===== config.mk =====
export PLATFORM = sky130hd
export DESIGN_NAME = redundant_resend_ring_scheduler
export DESIGN_NICKNAME = d
export VERILOG_FILES = /design/src/rrrs_pkg.sv /design/src/rrrs_ctrl.sv /design/src/rrrs_datapath.sv /design/src/redundant_resend_ring_scheduler.sv
export SDC_FILE = /design/constraint.sdc
export NUM_CORES = 2
export LEC_CHECK = 0
export BUFFER_PORTS_ARGS = -buffer_cell sky130_fd_sc_hd__buf_2
export CAP_MARGIN = 20
export CORE_UTILIZATION = 38
export DETAILED_ROUTE_END_ITERATION = 12
export PLACE_DENSITY_LB_ADDON = 0.3
export RECOVER_POWER = 25
export SLEW_MARGIN = 10
export SYNTH_ARGS = -nofsm -noshare
export SYNTH_HDL_FRONTEND = slang
export SYNTH_SLANG_ARGS = --single-unit
export TNS_END_PERCENT = 100

===== constraint.sdc =====
create_clock -name clk_i -period 9.1 [get_ports clk_i]
set_clock_uncertainty 0.15 [all_clocks]
set_input_delay 0.455 -clock clk_i [delete_from_list [all_inputs] [get_ports clk_i]]
set_output_delay 0.455 -clock clk_i [all_outputs]
set_load 0.02 [all_outputs]

===== src/rrrs_pkg.sv =====
// shared constants and control types of the resend ring scheduler
`timescale 1ns / 1ps

package rrrs_pkg;

  localparam int unsigned RING_SLOTS_DEF = 32;
  localparam int unsigned MAX_BYTES_DEF  = 1024;
  localparam int unsigned HDR_SLACK_BITS = 8;

  localparam int unsigned KIND_W     = 2;
  localparam int unsigned TIME_W     = 32;
  localparam int unsigned SPACE_W    = 16;
  localparam int unsigned BITS_W     = 14;
  localparam int unsigned REF_W      = 16;
  localparam int unsigned STATUS_W   = 3;
  localparam int unsigned SLOT_W     = 5;
  localparam int unsigned SENDS_W    = 3;
  localparam int unsigned SPACING_W  = 10;
  localparam int unsigned LEN_W      = 17;
  localparam int unsigned CFG_IDX_W  = 2;
  localparam int unsigned CFG_DATA_W = 10;

  localparam logic [KIND_W-1:0] KIND_STORE = 2'd0;
  localparam logic [KIND_W-1:0] KIND_TICK  = 2'd1;
  localparam logic [KIND_W-1:0] KIND_RESET = 2'd2;

  localparam logic [STATUS_W-1:0] ST_STORED     = 3'd0;
  localparam logic [STATUS_W-1:0] ST_BAD_LEN    = 3'd1;
  localparam logic [STATUS_W-1:0] ST_NO_SPACE   = 3'd2;
  localparam logic [STATUS_W-1:0] ST_RESEND     = 3'd3;
  localparam logic [STATUS_W-1:0] ST_TICK_DONE  = 3'd4;
  localparam logic [STATUS_W-1:0] ST_RESET_DONE = 3'd5;

  localparam logic [CFG_IDX_W-1:0] CFG_RESEND_ENABLE = 2'd0;
  localparam logic [CFG_IDX_W-1:0] CFG_REDUNDANCY    = 2'd1;
  localparam logic [CFG_IDX_W-1:0] CFG_SPACING_MS    = 2'd2;

  localparam logic                 RESEND_ENABLE_RST = 1'b1;
  localparam logic [SENDS_W-1:0]   REDUNDANCY_RST    = 3'd2;
  localparam logic [SPACING_W-1:0] SPACING_RST       = 10'd50;
  localparam logic [SPACING_W-1:0] SPACING_MIN       = 10'd10;
  localparam logic [SPACING_W-1:0] SPACING_MAX       = 10'd1000;

  typedef struct packed {
    logic capture;
    logic mem_re;
    logic do_store;
    logic do_resend;
    logic do_reset;
    logic do_done;
  } rrrs_cmd_t;

  typedef struct packed {
    logic hit;
    logic out_free;
    logic resend_enable;
  } rrrs_sts_t;

endpackage


===== src/rrrs_ctrl.sv =====
// controller state machine: item decode and slot walk sequencing
`timescale 1ns / 1ps

module rrrs_ctrl #(
  parameter int unsigned RING_SLOTS = rrrs_pkg::RING_SLOTS_DEF,
  localparam int unsigned IDX_W = (RING_SLOTS > 1) ? $clog2(RING_SLOTS) : 1,
  localparam int unsigned CNT_W = $clog2(RING_SLOTS + 1)
) (
  input  logic                        clk_i,
  input  logic                        rst_ni,
  input  logic                        in_valid_i,
  input  logic [rrrs_pkg::KIND_W-1:0] kind_i,
  output logic                        in_stall_o,
  input  rrrs_pkg::rrrs_sts_t         sts_i,
  output rrrs_pkg::rrrs_cmd_t         cmd_o,
  output logic [IDX_W-1:0]            rd_addr_o,
  output logic [IDX_W-1:0]            ev_addr_o
);
  import rrrs_pkg::*;

  localparam logic [2:0] S_IDLE      = 3'd0;
  localparam logic [2:0] S_STORE     = 3'd1;
  localparam logic [2:0] S_RESET     = 3'd2;
  localparam logic [2:0] S_TICK_RUN  = 3'd3;
  localparam logic [2:0] S_TICK_DONE = 3'd4;

  logic [2:0]       state_q, state_d;
  logic [CNT_W-1:0] rd_idx_q, rd_idx_d;
  logic [IDX_W-1:0] ev_idx_q, ev_idx_d;
  logic             ev_valid_q, ev_valid_d;
  logic             rd_more;
  logic             blocked;

  assign in_stall_o = (state_q != S_IDLE);
  assign rd_addr_o  = rd_idx_q[IDX_W-1:0];
  assign ev_addr_o  = ev_idx_q;
  assign rd_more    = (rd_idx_q < CNT_W'(RING_SLOTS));
  assign blocked    = ev_valid_q && sts_i.hit && !sts_i.out_free;

  always_comb begin
    state_d    = state_q;
    rd_idx_d   = rd_idx_q;
    ev_idx_d   = ev_idx_q;
    ev_valid_d = ev_valid_q;
    cmd_o      = '0;
    unique case (state_q)
      S_IDLE: begin
        if (in_valid_i) begin
          cmd_o.capture = 1'b1;
          unique case (kind_i)
            KIND_STORE: state_d = S_STORE;
            KIND_RESET: state_d = S_RESET;
            KIND_TICK: begin
              rd_idx_d   = '0;
              ev_valid_d = 1'b0;
              state_d    = sts_i.resend_enable ? S_TICK_RUN : S_TICK_DONE;
            end
            default: state_d = S_IDLE;
          endcase
        end
      end
      S_STORE: begin
        if (sts_i.out_free) begin
          cmd_o.do_store = 1'b1;
          state_d        = S_IDLE;
        end
      end
      S_RESET: begin
        if (sts_i.out_free) begin
          cmd_o.do_reset = 1'b1;
          state_d        = S_IDLE;
        end
      end
      S_TICK_RUN: begin
        if (!blocked) begin
          cmd_o.do_resend = ev_valid_q && sts_i.hit;
          cmd_o.mem_re    = rd_more;
          ev_valid_d      = rd_more;
          ev_idx_d        = rd_idx_q[IDX_W-1:0];
          if (rd_more) begin
            rd_idx_d = rd_idx_q + 1'b1;
          end else begin
            state_d = S_TICK_DONE;
          end
        end
      end
      S_TICK_DONE: begin
        if (sts_i.out_free) begin
          cmd_o.do_done = 1'b1;
          state_d       = S_IDLE;
        end
      end
      default: state_d = S_IDLE;
    endcase
  end

  always_ff @(posedge clk_i or negedge rst_ni) begin
    if (!rst_ni) begin
      state_q    <= S_IDLE;
      rd_idx_q   <= '0;
      ev_idx_q   <= '0;
      ev_valid_q <= 1'b0;
    end else begin
      state_q    <= state_d;
      rd_idx_q   <= rd_idx_d;
      ev_idx_q   <= ev_idx_d;
      ev_valid_q <= ev_valid_d;
    end
  end

endmodule


===== src/rrrs_datapath.sv =====
// datapath: config registers, slot memory, pending bits, checks and result register
`timescale 1ns / 1ps

module rrrs_datapath #(
  parameter int unsigned RING_SLOTS = rrrs_pkg::RING_SLOTS_DEF,
  parameter int unsigned MAX_BYTES  = rrrs_pkg::MAX_BYTES_DEF,
  localparam int unsigned IDX_W = (RING_SLOTS > 1) ? $clog2(RING_SLOTS) : 1
) (
  input  logic                            clk_i,
  input  logic                            rst_ni,
  input  logic                            cfg_we_i,
  input  logic [rrrs_pkg::CFG_IDX_W-1:0]  cfg_index_i,
  input  logic [rrrs_pkg::CFG_DATA_W-1:0] cfg_wdata_i,
  input  logic [rrrs_pkg::TIME_W-1:0]     now_ms_i,
  input  logic [rrrs_pkg::SPACE_W-1:0]    tx_space_bits_i,
  input  logic [rrrs_pkg::BITS_W-1:0]     bit_count_i,
  input  logic [rrrs_pkg::REF_W-1:0]      payload_ref_i,
  input  rrrs_pkg::rrrs_cmd_t             cmd_i,
  input  logic [IDX_W-1:0]                rd_addr_i,
  input  logic [IDX_W-1:0]                ev_addr_i,
  output rrrs_pkg::rrrs_sts_t             sts_o,
  output logic                            out_valid_o,
  input  logic                            out_stall_i,
  output logic [rrrs_pkg::STATUS_W-1:0]   status_o,
  output logic [rrrs_pkg::REF_W-1:0]      sent_ref_o,
  output logic [rrrs_pkg::BITS_W-1:0]     sent_bits_o,
  output logic [rrrs_pkg::SLOT_W-1:0]     slot_index_o,
  output logic                            dropped_oldest_o,
  output logic [rrrs_pkg::SPACE_W-1:0]    space_left_o,
  output logic                            last_o
);
  import rrrs_pkg::*;

  localparam logic [LEN_W-1:0] MAX_BITS = LEN_W'(MAX_BYTES * 8);

  typedef struct packed {
    logic [REF_W-1:0]   pref;
    logic [BITS_W-1:0]  bits;
    logic [SENDS_W-1:0] sends;
    logic [TIME_W-1:0]  due;
  } slot_entry_t;

  slot_entry_t mem_q [RING_SLOTS];
  slot_entry_t rd_q;
  slot_entry_t wentry;
  logic             mem_we;
  logic [IDX_W-1:0] waddr;

  logic                 enable_q;
  logic [SENDS_W-1:0]   redundancy_q;
  logic [SPACING_W-1:0] spacing_q;

  logic [TIME_W-1:0]  now_q;
  logic [SPACE_W-1:0] space_q;
  logic [BITS_W-1:0]  bits_q;
  logic [REF_W-1:0]   ref_q;

  logic [RING_SLOTS-1:0] pending_q;
  logic [IDX_W-1:0]      head_q;
  logic [IDX_W-1:0]      head_next;

  logic [SPACING_W-1:0] eff_spacing;
  logic [TIME_W:0]      due_sum;
  logic [TIME_W-1:0]    due_new;
  logic [LEN_W-1:0]     bits_ext, rd_bits_ext, space_ext;
  logic                 bad_len, no_space, store_commit;
  logic [SENDS_W-1:0]   sends_dec;
  logic                 out_free, load;

  logic                 out_valid_q;
  logic [STATUS_W-1:0]  status_q, status_d;
  logic [REF_W-1:0]     sent_ref_q, sent_ref_d;
  logic [BITS_W-1:0]    sent_bits_q, sent_bits_d;
  logic [SLOT_W-1:0]    slot_index_q, slot_index_d;
  logic                 dropped_q, dropped_d;
  logic [SPACE_W-1:0]   space_left_q, space_left_d;
  logic                 last_q, last_d;

  // configuration
  always_ff @(posedge clk_i or negedge rst_ni) begin
    if (!rst_ni) begin
      enable_q     <= RESEND_ENABLE_RST;
      redundancy_q <= REDUNDANCY_RST;
      spacing_q    <= SPACING_RST;
    end else if (cfg_we_i) begin
      unique case (cfg_index_i)
        CFG_RESEND_ENABLE: enable_q     <= cfg_wdata_i[0];
        CFG_REDUNDANCY:    redundancy_q <= cfg_wdata_i[SENDS_W-1:0];
        CFG_SPACING_MS:    spacing_q    <= cfg_wdata_i[SPACING_W-1:0];
        default: ;
      endcase
    end
  end

  // captured item
  always_ff @(posedge clk_i) begin
    if (cmd_i.capture) begin
      now_q   <= now_ms_i;
      space_q <= tx_space_bits_i;
      bits_q  <= bit_count_i;
      ref_q   <= payload_ref_i;
    end else if (cmd_i.do_resend) begin
      space_q <= space_q - SPACE_W'(rd_q.bits);
    end
  end

  // due time, saturating
  always_comb begin
    if (spacing_q < SPACING_MIN) begin
      eff_spacing = SPACING_MIN;
    end else if (spacing_q > SPACING_MAX) begin
      eff_spacing = SPACING_MAX;
    end else begin
      eff_spacing = spacing_q;
    end
    due_sum = {1'b0, now_q} + (TIME_W + 1)'(eff_spacing);
    due_new = due_sum[TIME_W] ? '1 : due_sum[TIME_W-1:0];
  end

  assign bits_ext     = LEN_W'(bits_q);
  assign rd_bits_ext  = LEN_W'(rd_q.bits);
  assign space_ext    = LEN_W'(space_q);
  assign bad_len      = (bits_q == '0) || (bits_ext > MAX_BITS);
  assign no_space     = space_ext < (bits_ext + LEN_W'(HDR_SLACK_BITS));
  assign store_commit = cmd_i.do_store && !bad_len && !no_space;
  assign sends_dec    = rd_q.sends - 1'b1;
  assign head_next    = (head_q == IDX_W'(RING_SLOTS - 1)) ? '0 : head_q + 1'b1;

  assign sts_o.hit = pending_q[ev_addr_i] && (now_q >= rd_q.due) && (rd_q.bits != '0)
                     && (rd_bits_ext <= MAX_BITS)
                     && (space_ext >= rd_bits_ext + LEN_W'(HDR_SLACK_BITS));
  assign sts_o.out_free      = out_free;
  assign sts_o.resend_enable = enable_q;

  // pending bits and ring head
  always_ff @(posedge clk_i or negedge rst_ni) begin
    if (!rst_ni) begin
      pending_q <= '0;
      head_q    <= '0;
    end else if (cmd_i.do_reset) begin
      pending_q <= '0;
      head_q    <= '0;
    end else if (store_commit) begin
      pending_q[head_q] <= (redundancy_q != '0);
      head_q            <= head_next;
    end else if (cmd_i.do_resend) begin
      pending_q[ev_addr_i] <= (sends_dec != '0);
    end
  end

  // slot memory
  always_comb begin
    mem_we = store_commit || cmd_i.do_resend;
    if (cmd_i.do_store) begin
      waddr        = head_q;
      wentry.pref  = ref_q;
      wentry.bits  = bits_q;
      wentry.sends = redundancy_q;
    end else begin
      waddr        = ev_addr_i;
      wentry.pref  = rd_q.pref;
      wentry.bits  = rd_q.bits;
      wentry.sends = sends_dec;
    end
    wentry.due = due_new;
  end

  always_ff @(posedge clk_i) begin
    if (mem_we) begin
      mem_q[waddr] <= wentry;
    end
  end

  always_ff @(posedge clk_i) begin
    if (cmd_i.mem_re) begin
      rd_q <= mem_q[rd_addr_i];
    end
  end

  // result register
  assign out_free = !out_valid_q || !out_stall_i;
  assign load     = cmd_i.do_store || cmd_i.do_resend || cmd_i.do_reset || cmd_i.do_done;

  always_comb begin
    status_d     = ST_TICK_DONE;
    sent_ref_d   = '0;
    sent_bits_d  = '0;
    slot_index_d = '0;
    dropped_d    = 1'b0;
    space_left_d = space_q;
    last_d       = 1'b1;
    if (cmd_i.do_store) begin
      if (bad_len) begin
        status_d = ST_BAD_LEN;
      end else if (no_space) begin
        status_d = ST_NO_SPACE;
      end else begin
        status_d     = ST_STORED;
        sent_ref_d   = ref_q;
        sent_bits_d  = bits_q;
        slot_index_d = SLOT_W'(head_q);
        dropped_d    = pending_q[head_q];
        space_left_d = space_q - SPACE_W'(bits_q);
      end
    end else if (cmd_i.do_resend) begin
      status_d     = ST_RESEND;
      sent_ref_d   = rd_q.pref;
      sent_bits_d  = rd_q.bits;
      slot_index_d = SLOT_W'(ev_addr_i);
      space_left_d = space_q - SPACE_W'(rd_q.bits);
      last_d       = 1'b0;
    end else if (cmd_i.do_reset) begin
      status_d = ST_RESET_DONE;
    end
  end

  always_ff @(posedge clk_i or negedge rst_ni) begin
    if (!rst_ni) begin
      out_valid_q <= 1'b0;
    end else if (load) begin
      out_valid_q <= 1'b1;
    end else if (!out_stall_i) begin
      out_valid_q <= 1'b0;
    end
  end

  always_ff @(posedge clk_i) begin
    if (load) begin
      status_q     <= status_d;
      sent_ref_q   <= sent_ref_d;
      sent_bits_q  <= sent_bits_d;
      slot_index_q <= slot_index_d;
      dropped_q    <= dropped_d;
      space_left_q <= space_left_d;
      last_q       <= last_d;
    end
  end

  assign out_valid_o      = out_valid_q;
  assign status_o         = status_q;
  assign sent_ref_o       = sent_ref_q;
  assign sent_bits_o      = sent_bits_q;
  assign slot_index_o     = slot_index_q;
  assign dropped_oldest_o = dropped_q;
  assign space_left_o     = space_left_q;
  assign last_o           = last_q;

endmodule


===== src/redundant_resend_ring_scheduler.sv =====
// top level of the resend ring scheduler: controller and datapath
// store, reset and disabled tick: one result, loaded from the STORE, RESET or TICK_DONE state
// enabled tick: one slot per cycle through the single read port of the slot memory, unless a
//   due resend waits on a stalled output; last result loaded from TICK_DONE after the walk
// output stalls hold the FSM; it takes the next item in idle, after the last result loads
// async reset clears config to defaults, ring head and pending bits; slot memory uncleared
`timescale 1ns / 1ps

module redundant_resend_ring_scheduler #(
  parameter int unsigned RING_SLOTS = rrrs_pkg::RING_SLOTS_DEF,
  parameter int unsigned MAX_BYTES  = rrrs_pkg::MAX_BYTES_DEF
) (
  input  logic                            clk_i,
  input  logic                            rst_ni,
  input  logic                            cfg_we_i,
  input  logic [rrrs_pkg::CFG_IDX_W-1:0]  cfg_index_i,
  input  logic [rrrs_pkg::CFG_DATA_W-1:0] cfg_wdata_i,
  input  logic                            in_valid_i,
  output logic                            in_stall_o,
  input  logic [rrrs_pkg::KIND_W-1:0]     kind_i,
  input  logic [rrrs_pkg::TIME_W-1:0]     now_ms_i,
  input  logic [rrrs_pkg::SPACE_W-1:0]    tx_space_bits_i,
  input  logic [rrrs_pkg::BITS_W-1:0]     bit_count_i,
  input  logic [rrrs_pkg::REF_W-1:0]      payload_ref_i,
  output logic                            out_valid_o,
  input  logic                            out_stall_i,
  output logic [rrrs_pkg::STATUS_W-1:0]   status_o,
  output logic [rrrs_pkg::REF_W-1:0]      sent_ref_o,
  output logic [rrrs_pkg::BITS_W-1:0]     sent_bits_o,
  output logic [rrrs_pkg::SLOT_W-1:0]     slot_index_o,
  output logic                            dropped_oldest_o,
  output logic [rrrs_pkg::SPACE_W-1:0]    space_left_o,
  output logic                            last_o
);
  import rrrs_pkg::*;

  localparam int unsigned IDX_W = (RING_SLOTS > 1) ? $clog2(RING_SLOTS) : 1;

  rrrs_cmd_t        cmd;
  rrrs_sts_t        sts;
  logic [IDX_W-1:0] rd_addr;
  logic [IDX_W-1:0] ev_addr;

  rrrs_ctrl #(
    .RING_SLOTS (RING_SLOTS)
  ) u_ctrl (
    .clk_i      (clk_i),
    .rst_ni     (rst_ni),
    .in_valid_i (in_valid_i),
    .kind_i     (kind_i),
    .in_stall_o (in_stall_o),
    .sts_i      (sts),
    .cmd_o      (cmd),
    .rd_addr_o  (rd_addr),
    .ev_addr_o  (ev_addr)
  );

  rrrs_datapath #(
    .RING_SLOTS (RING_SLOTS),
    .MAX_BYTES  (MAX_BYTES)
  ) u_datapath (
    .clk_i            (clk_i),
    .rst_ni           (rst_ni),
    .cfg_we_i         (cfg_we_i),
    .cfg_index_i      (cfg_index_i),
    .cfg_wdata_i      (cfg_wdata_i),
    .now_ms_i         (now_ms_i),
    .tx_space_bits_i  (tx_space_bits_i),
    .bit_count_i      (bit_count_i),
    .payload_ref_i    (payload_ref_i),
    .cmd_i            (cmd),
    .rd_addr_i        (rd_addr),
    .ev_addr_i        (ev_addr),
    .sts_o            (sts),
    .out_valid_o      (out_valid_o),
    .out_stall_i      (out_stall_i),
    .status_o         (status_o),
    .sent_ref_o       (sent_ref_o),
    .sent_bits_o      (sent_bits_o),
    .slot_index_o     (slot_index_o),
    .dropped_oldest_o (dropped_oldest_o),
    .space_left_o     (space_left_o),
    .last_o           (last_o)
  );

endmodule

==> run summary <==
## Critical path
- **critical path class** flop to flop
- **arrival time of the worst setup path** 7.21 ns
- **Critical Path Sink Type** flop
- **maximum fanout encountered on the critical timing path** 38
- **r2r setup slk** 1.69 ns
- **destination of the worst register-to-register timing path** u_datapath.mem_q[31][48]
- **data required time at the worst endpoint** 8.90 ns
- **critical path launch point type** flop
- **start of the worst register-to-register path** u_datapath.out_valid_o
- **path depth of the worst reg2reg path** 5

## Global route
- **wire length of the first global-routing pass** 378000 µm
- **GR Util met1** 30.1%
- **largest net degree at the start of global routing** 119
- **most used routing layer in global routing** met2
- **global routing met2 resource utilization** 31.2%
- **global route overflow** 0
- **global-route usage over all layers** 20.2%
- **GR met3 Demand/Resource** 3.36%
- **number of global-route vias before repair** 52500
- **initial antenna violation count** 12

## Yosys
- **share of flip-flops with an asynchronous set or reset** 2.86%
- **synthesized area per cell** 17.5 µm²
- **EDFF count, synth** 2263
- **share of the yosys chip area belonging to registers** 73.1%
- **yosys synthesis warning count** 0
- **synthesized netlist cell count** 5462
- **commonest register cell after synthesis** sky130_fd_sc_hd__edfxtp_1
- **Synth Net Count** 5666
- **distinct cell type count after synthesis** 82
- **synthesized flop and latch total** 2346
- **Cell Area, Synth** 95700 µm²

## Clocking
- **root buffer cell** sky130_fd_sc_hd__clkbuf_16
- **TritonCTS clock tree** built
- **Skew-Pair Late Insertion Delay** 0.87 ns
- **clock sink count** 2346
- **number of buffers inserted to repair setup after CTS** 0
- **clock buffers created by TritonCTS** 226
- **H-tree lvl count** 4
- **clk slew on worst S/H paths** 0.06 ns
- **maximum number of buffers from clock root to sink** 3

## Worst hold path
- **HP Class** primary input to flop
- **worst-case hold path end point** u_datapath.now_q[8]
- **hold path startpoint** now_ms_i[8]
- **cell depth of the worst min-delay path** 2

## Drt
- **Starting DRT DRC Count** 5893
- **via total after detailed routing** 53200
- **Routed WL** 263000 µm
- **wire length per cell after detailed routing** 28.1 µm
- **remaining antenna violation count after routing** 0
- **number of vias per cell after detailed routing** 5.70
- **detailed-routing iteration count for the pre-antenna-repair pass** 6
- **Post-route DRC** 0

## Run status
- **violations in the final reports** max-capacitance violations, max-slew violations
- **status** finished with violations

## STA
- **unrepaired setup endpoints after global routing** false
- **achievable frequency** 135 MHz
- **setup-violating endpoint count in the final report** 0
- **fin. max-slew vios** 899
- **Worst Setup Slack, final** 1.69 ns
- **worst slew slack as a fraction of its limit** -211%
- **sum of negative setup slack** 0 ns
- **Final Hold Vio Count** 0
- **Worst-Margin Slew** 4.62 ns
- **final period demand of the worst path** 7.41 ns
- **portion of the clock cycle consumed by the worst path in the final layout** 81.5%

## Floorplanning
- **count of pins on the block boundary** 155
- **Initial Utilization** 38.4%
- **die width** 504 µm
- **# rows** 183
- **area enclosed by the die boundary** 254000 µm²
- **Placeable Area** 249000 µm²
- **DIE HEIGHT** 504 µm

## Placement
- **dpl ws** 2.33 ns
- **Final HPWL DP** 156000 µm
- **GP Congestion** 0.882
- **# placed instances** 8805
- **IO buf count** 154

## Finish
- **layout cell share with drive strength beyond 1** 18.7%
- **nets@finish** 6017
- **fin cells** 9341
- **multi-input combinational cell area** 24500 µm²
- **sequential cell area** 70000 µm²
- **Syn-to-layout area delta** 14.6%
- **# fillers** 21600

## Run
- **reported max-cap violation count** 29

## Power and ir drop
- **worst vdd ir** 0.000215 V
- **sum of internal, switching and leakage power** 0.0310 W
- **total power divided by cell area** 282 nW/µm²
- **static power due to leakage** 34.4 nW

critical path, cell delays in order (launching register included):
cell	delay, ns
sky130_fd_sc_hd__dfrtp_1	0.39
sky130_fd_sc_hd__and2_0	0.57
sky130_fd_sc_hd__nor3_1	0.15
sky130_fd_sc_hd__clkbuf_1	0.53
sky130_fd_sc_hd__clkbuf_1	0.91
sky130_fd_sc_hd__o21ai_0	3.75
metal layers:
| layer | vias up | wire, µm |
|---|---|---|
| met1 | 27900 | 118000 |
| li1 | 22800 | - |
| met2 | 2236 | 120000 |
| met3 | 326 | 20200 |
| met5 | - | 0 |
| met4 | 0 | 4830 |
placed cells by master, fill, tap and decap left out, types with 9 or more instances in the layout:
master	instances
sky130_fd_sc_hd__a21o_1	19
sky130_fd_sc_hd__a21oi_1	246
sky130_fd_sc_hd__a22o_1	21
sky130_fd_sc_hd__a31oi_1	39
sky130_fd_sc_hd__and3_1	13
sky130_fd_sc_hd__buf_2	70
sky130_fd_sc_hd__buf_4	135
sky130_fd_sc_hd__bufinv_16	28
sky130_fd_sc_hd__clkbuf_1	151
sky130_fd_sc_hd__clkbuf_16	227
sky130_fd_sc_hd__clkinv_1	52
sky130_fd_sc_hd__clkinv_2	41
sky130_fd_sc_hd__clkinvlp_4	16
sky130_fd_sc_hd__dfrtp_1	57
sky130_fd_sc_hd__dfxtp_1	16
sky130_fd_sc_hd__dlygate4sd3_1	100
sky130_fd_sc_hd__edfxtp_1	2263
sky130_fd_sc_hd__ha_1	104
sky130_fd_sc_hd__inv_1	92
sky130_fd_sc_hd__mux2_2	166
sky130_fd_sc_hd__mux2i_1	350
sky130_fd_sc_hd__mux4_2	325
sky130_fd_sc_hd__nand2_1	392
sky130_fd_sc_hd__nand2b_1	19
sky130_fd_sc_hd__nand3_1	53
sky130_fd_sc_hd__nand4_1	21
sky130_fd_sc_hd__nor2_1	77
sky130_fd_sc_hd__nor2b_1	19
sky130_fd_sc_hd__nor3_1	50
sky130_fd_sc_hd__nor3_2	34
sky130_fd_sc_hd__nor4_1	10
sky130_fd_sc_hd__o21ai_0	229
sky130_fd_sc_hd__o221ai_1	169
sky130_fd_sc_hd__o22ai_1	80
sky130_fd_sc_hd__o31ai_1	37
sky130_fd_sc_hd__o41ai_1	9
sky130_fd_sc_hd__or3_1	13
sky130_fd_sc_hd__xnor2_1	50
per-stage QoR:
stage / instance area (µm²) / hold slack, ns / util [%]
finish: 110000 / 0.136 / 44.0
global route: 110000 / 0.106 / 44.0
floorplan: 95700 / 0.00941 / -
detailed placement: 101000 / 0.330 / 40.6
CTS: 110000 / 0.0149 / 44.1
global placement: 101000 / 0.328 / 40.6
timing repair:
| action | 4_1_cts | 5_1_grt |
|---|---|---|
| hold buffers | 101 | 0 |
| endpoints found under the hold margin | 139 | 0 |
| gates resized for setup | 0 | 0 |
| endpoints found under the setup margin | 0 | 0 |
power breakdown:
group | internal (W) | switching (W) | leakage, nW
Combinational | 0.00266 | 0.00478 | 9.37
Sequential | 0.0135 | 0.000480 | 21.4
Clock | 0.00543 | 0.00416 | 3.66
state kept, by name (all words and copies together), names as in the netlist:
register                     cells
u_datapath.head_q                5
u_ctrl.ev_valid_q                1
u_datapath.last_o                1
u_datapath.slot_index_o          5
u_datapath.now_q                32
u_datapath.bits_q               14
u_ctrl.rd_idx_q                  6
u_datapath.spacing_q            10
u_datapath.rd_bits_ext          14
u_datapath.enable_q              1
u_datapath.sent_bits_o          14
u_datapath.pending_q            32
u_datapath.mem_q              2080
u_ctrl.ev_addr_o                 5
u_datapath.ref_q                16
u_ctrl.state_q                   3
u_datapath.status_o              3
u_datapath.space_left_o         16
u_datapath.out_valid_o           1
u_datapath.sent_ref_o           16
u_datapath.space_q              16
u_datapath.redundancy_q          3
u_datapath.rd_q                 51
u_datapath.dropped_oldest_o      1
kinds of logic after synthesis:
logic type / share of synthesized area (%)
flops: 73.1
fa+ha+maj: 1.42
xor+xnor: 0.513
compound gates: 6.52
mux: 13.3
buf+inv: 1.62
simple gates: 3.53
worst max path at each step:
stage               cells after the start                    from                        to  slack [ns]
CTS                                    11     u_ctrl.ev_addr_o[0]  u_datapath.mem_q[13][30]        2.31
detailed placement                     11     u_ctrl.ev_addr_o[0]  u_datapath.mem_q[13][15]        2.33
global route                            5  u_datapath.out_valid_o  u_datapath.mem_q[31][39]        1.19
finish                                  5  u_datapath.out_valid_o  u_datapath.mem_q[31][48]        1.69
floorplan                              16    u_datapath.bits_q[5]   u_datapath.mem_q[19][0]        0.66
global placement                       11     u_ctrl.ev_addr_o[0]  u_datapath.mem_q[13][16]        2.45
Yosys cell counts (6+ instances only):
master	number	share of area [%]
sky130_fd_sc_hd__or3_1	14	0.092
sky130_fd_sc_hd__mux4_2	325	7.7
sky130_fd_sc_hd__o21ai_0	234	1.2
sky130_fd_sc_hd__o21a_1	7	0.055
sky130_fd_sc_hd__o31ai_1	37	0.29
sky130_fd_sc_hd__a21o_1	19	0.15
sky130_fd_sc_hd__nor4_1	10	0.065
sky130_fd_sc_hd__o41ai_1	9	0.082
sky130_fd_sc_hd__nand4_1	21	0.14
sky130_fd_sc_hd__dfrtp_1	62	1.6
sky130_fd_sc_hd__o221ai_1	169	1.5
sky130_fd_sc_hd__and4_1	6	0.055
sky130_fd_sc_hd__o311ai_0	8	0.073
sky130_fd_sc_hd__o22ai_1	80	0.52
sky130_fd_sc_hd__edfxtp_1	2263	71
sky130_fd_sc_hd__nor3b_1	8	0.063
sky130_fd_sc_hd__a21boi_0	6	0.047
sky130_fd_sc_hd__buf_2	18	0.094
sky130_fd_sc_hd__nor2_1	79	0.31
sky130_fd_sc_hd__nor3_1	84	0.44
sky130_fd_sc_hd__xor2_1	6	0.055
sky130_fd_sc_hd__o31a_1	6	0.055
sky130_fd_sc_hd__a221oi_1	7	0.064
sky130_fd_sc_hd__a31oi_1	41	0.27
sky130_fd_sc_hd__dfxtp_1	16	0.33
sky130_fd_sc_hd__nor2b_1	20	0.13
sky130_fd_sc_hd__a22o_1	21	0.19
sky130_fd_sc_hd__and2_1	7	0.046
sky130_fd_sc_hd__nand2_1	393	1.5
sky130_fd_sc_hd__a22oi_1	6	0.047
sky130_fd_sc_hd__nand2b_1	21	0.14
sky130_fd_sc_hd__xnor2_1	50	0.46
sky130_fd_sc_hd__nand3_1	54	0.28
sky130_fd_sc_hd__inv_1	92	0.36
sky130_fd_sc_hd__mux2_2	166	2.0
sky130_fd_sc_hd__mux2i_1	350	3.7
sky130_fd_sc_hd__clkbuf_1	212	0.83
sky130_fd_sc_hd__a211oi_1	7	0.055
sky130_fd_sc_hd__ha_1	104	1.4
sky130_fd_sc_hd__a21oi_1	249	1.3
sky130_fd_sc_hd__buf_1	77	0.30
sky130_fd_sc_hd__and3_1	13	0.085
final cells by class:
cell class	instances	share of cell area (%)
Clock inverter	154	1.54
Sequential cell	2346	63.9
Clock buffer	269	5.37
Tap cell	3330	3.80
Inverter	94	0.323
Multi-Input combinational cell	2713	22.3
Timing Repair Buffer	432	2.78
Antenna cell	3	0.00685
Note: power is estimated with default switching activity, not from simulation.
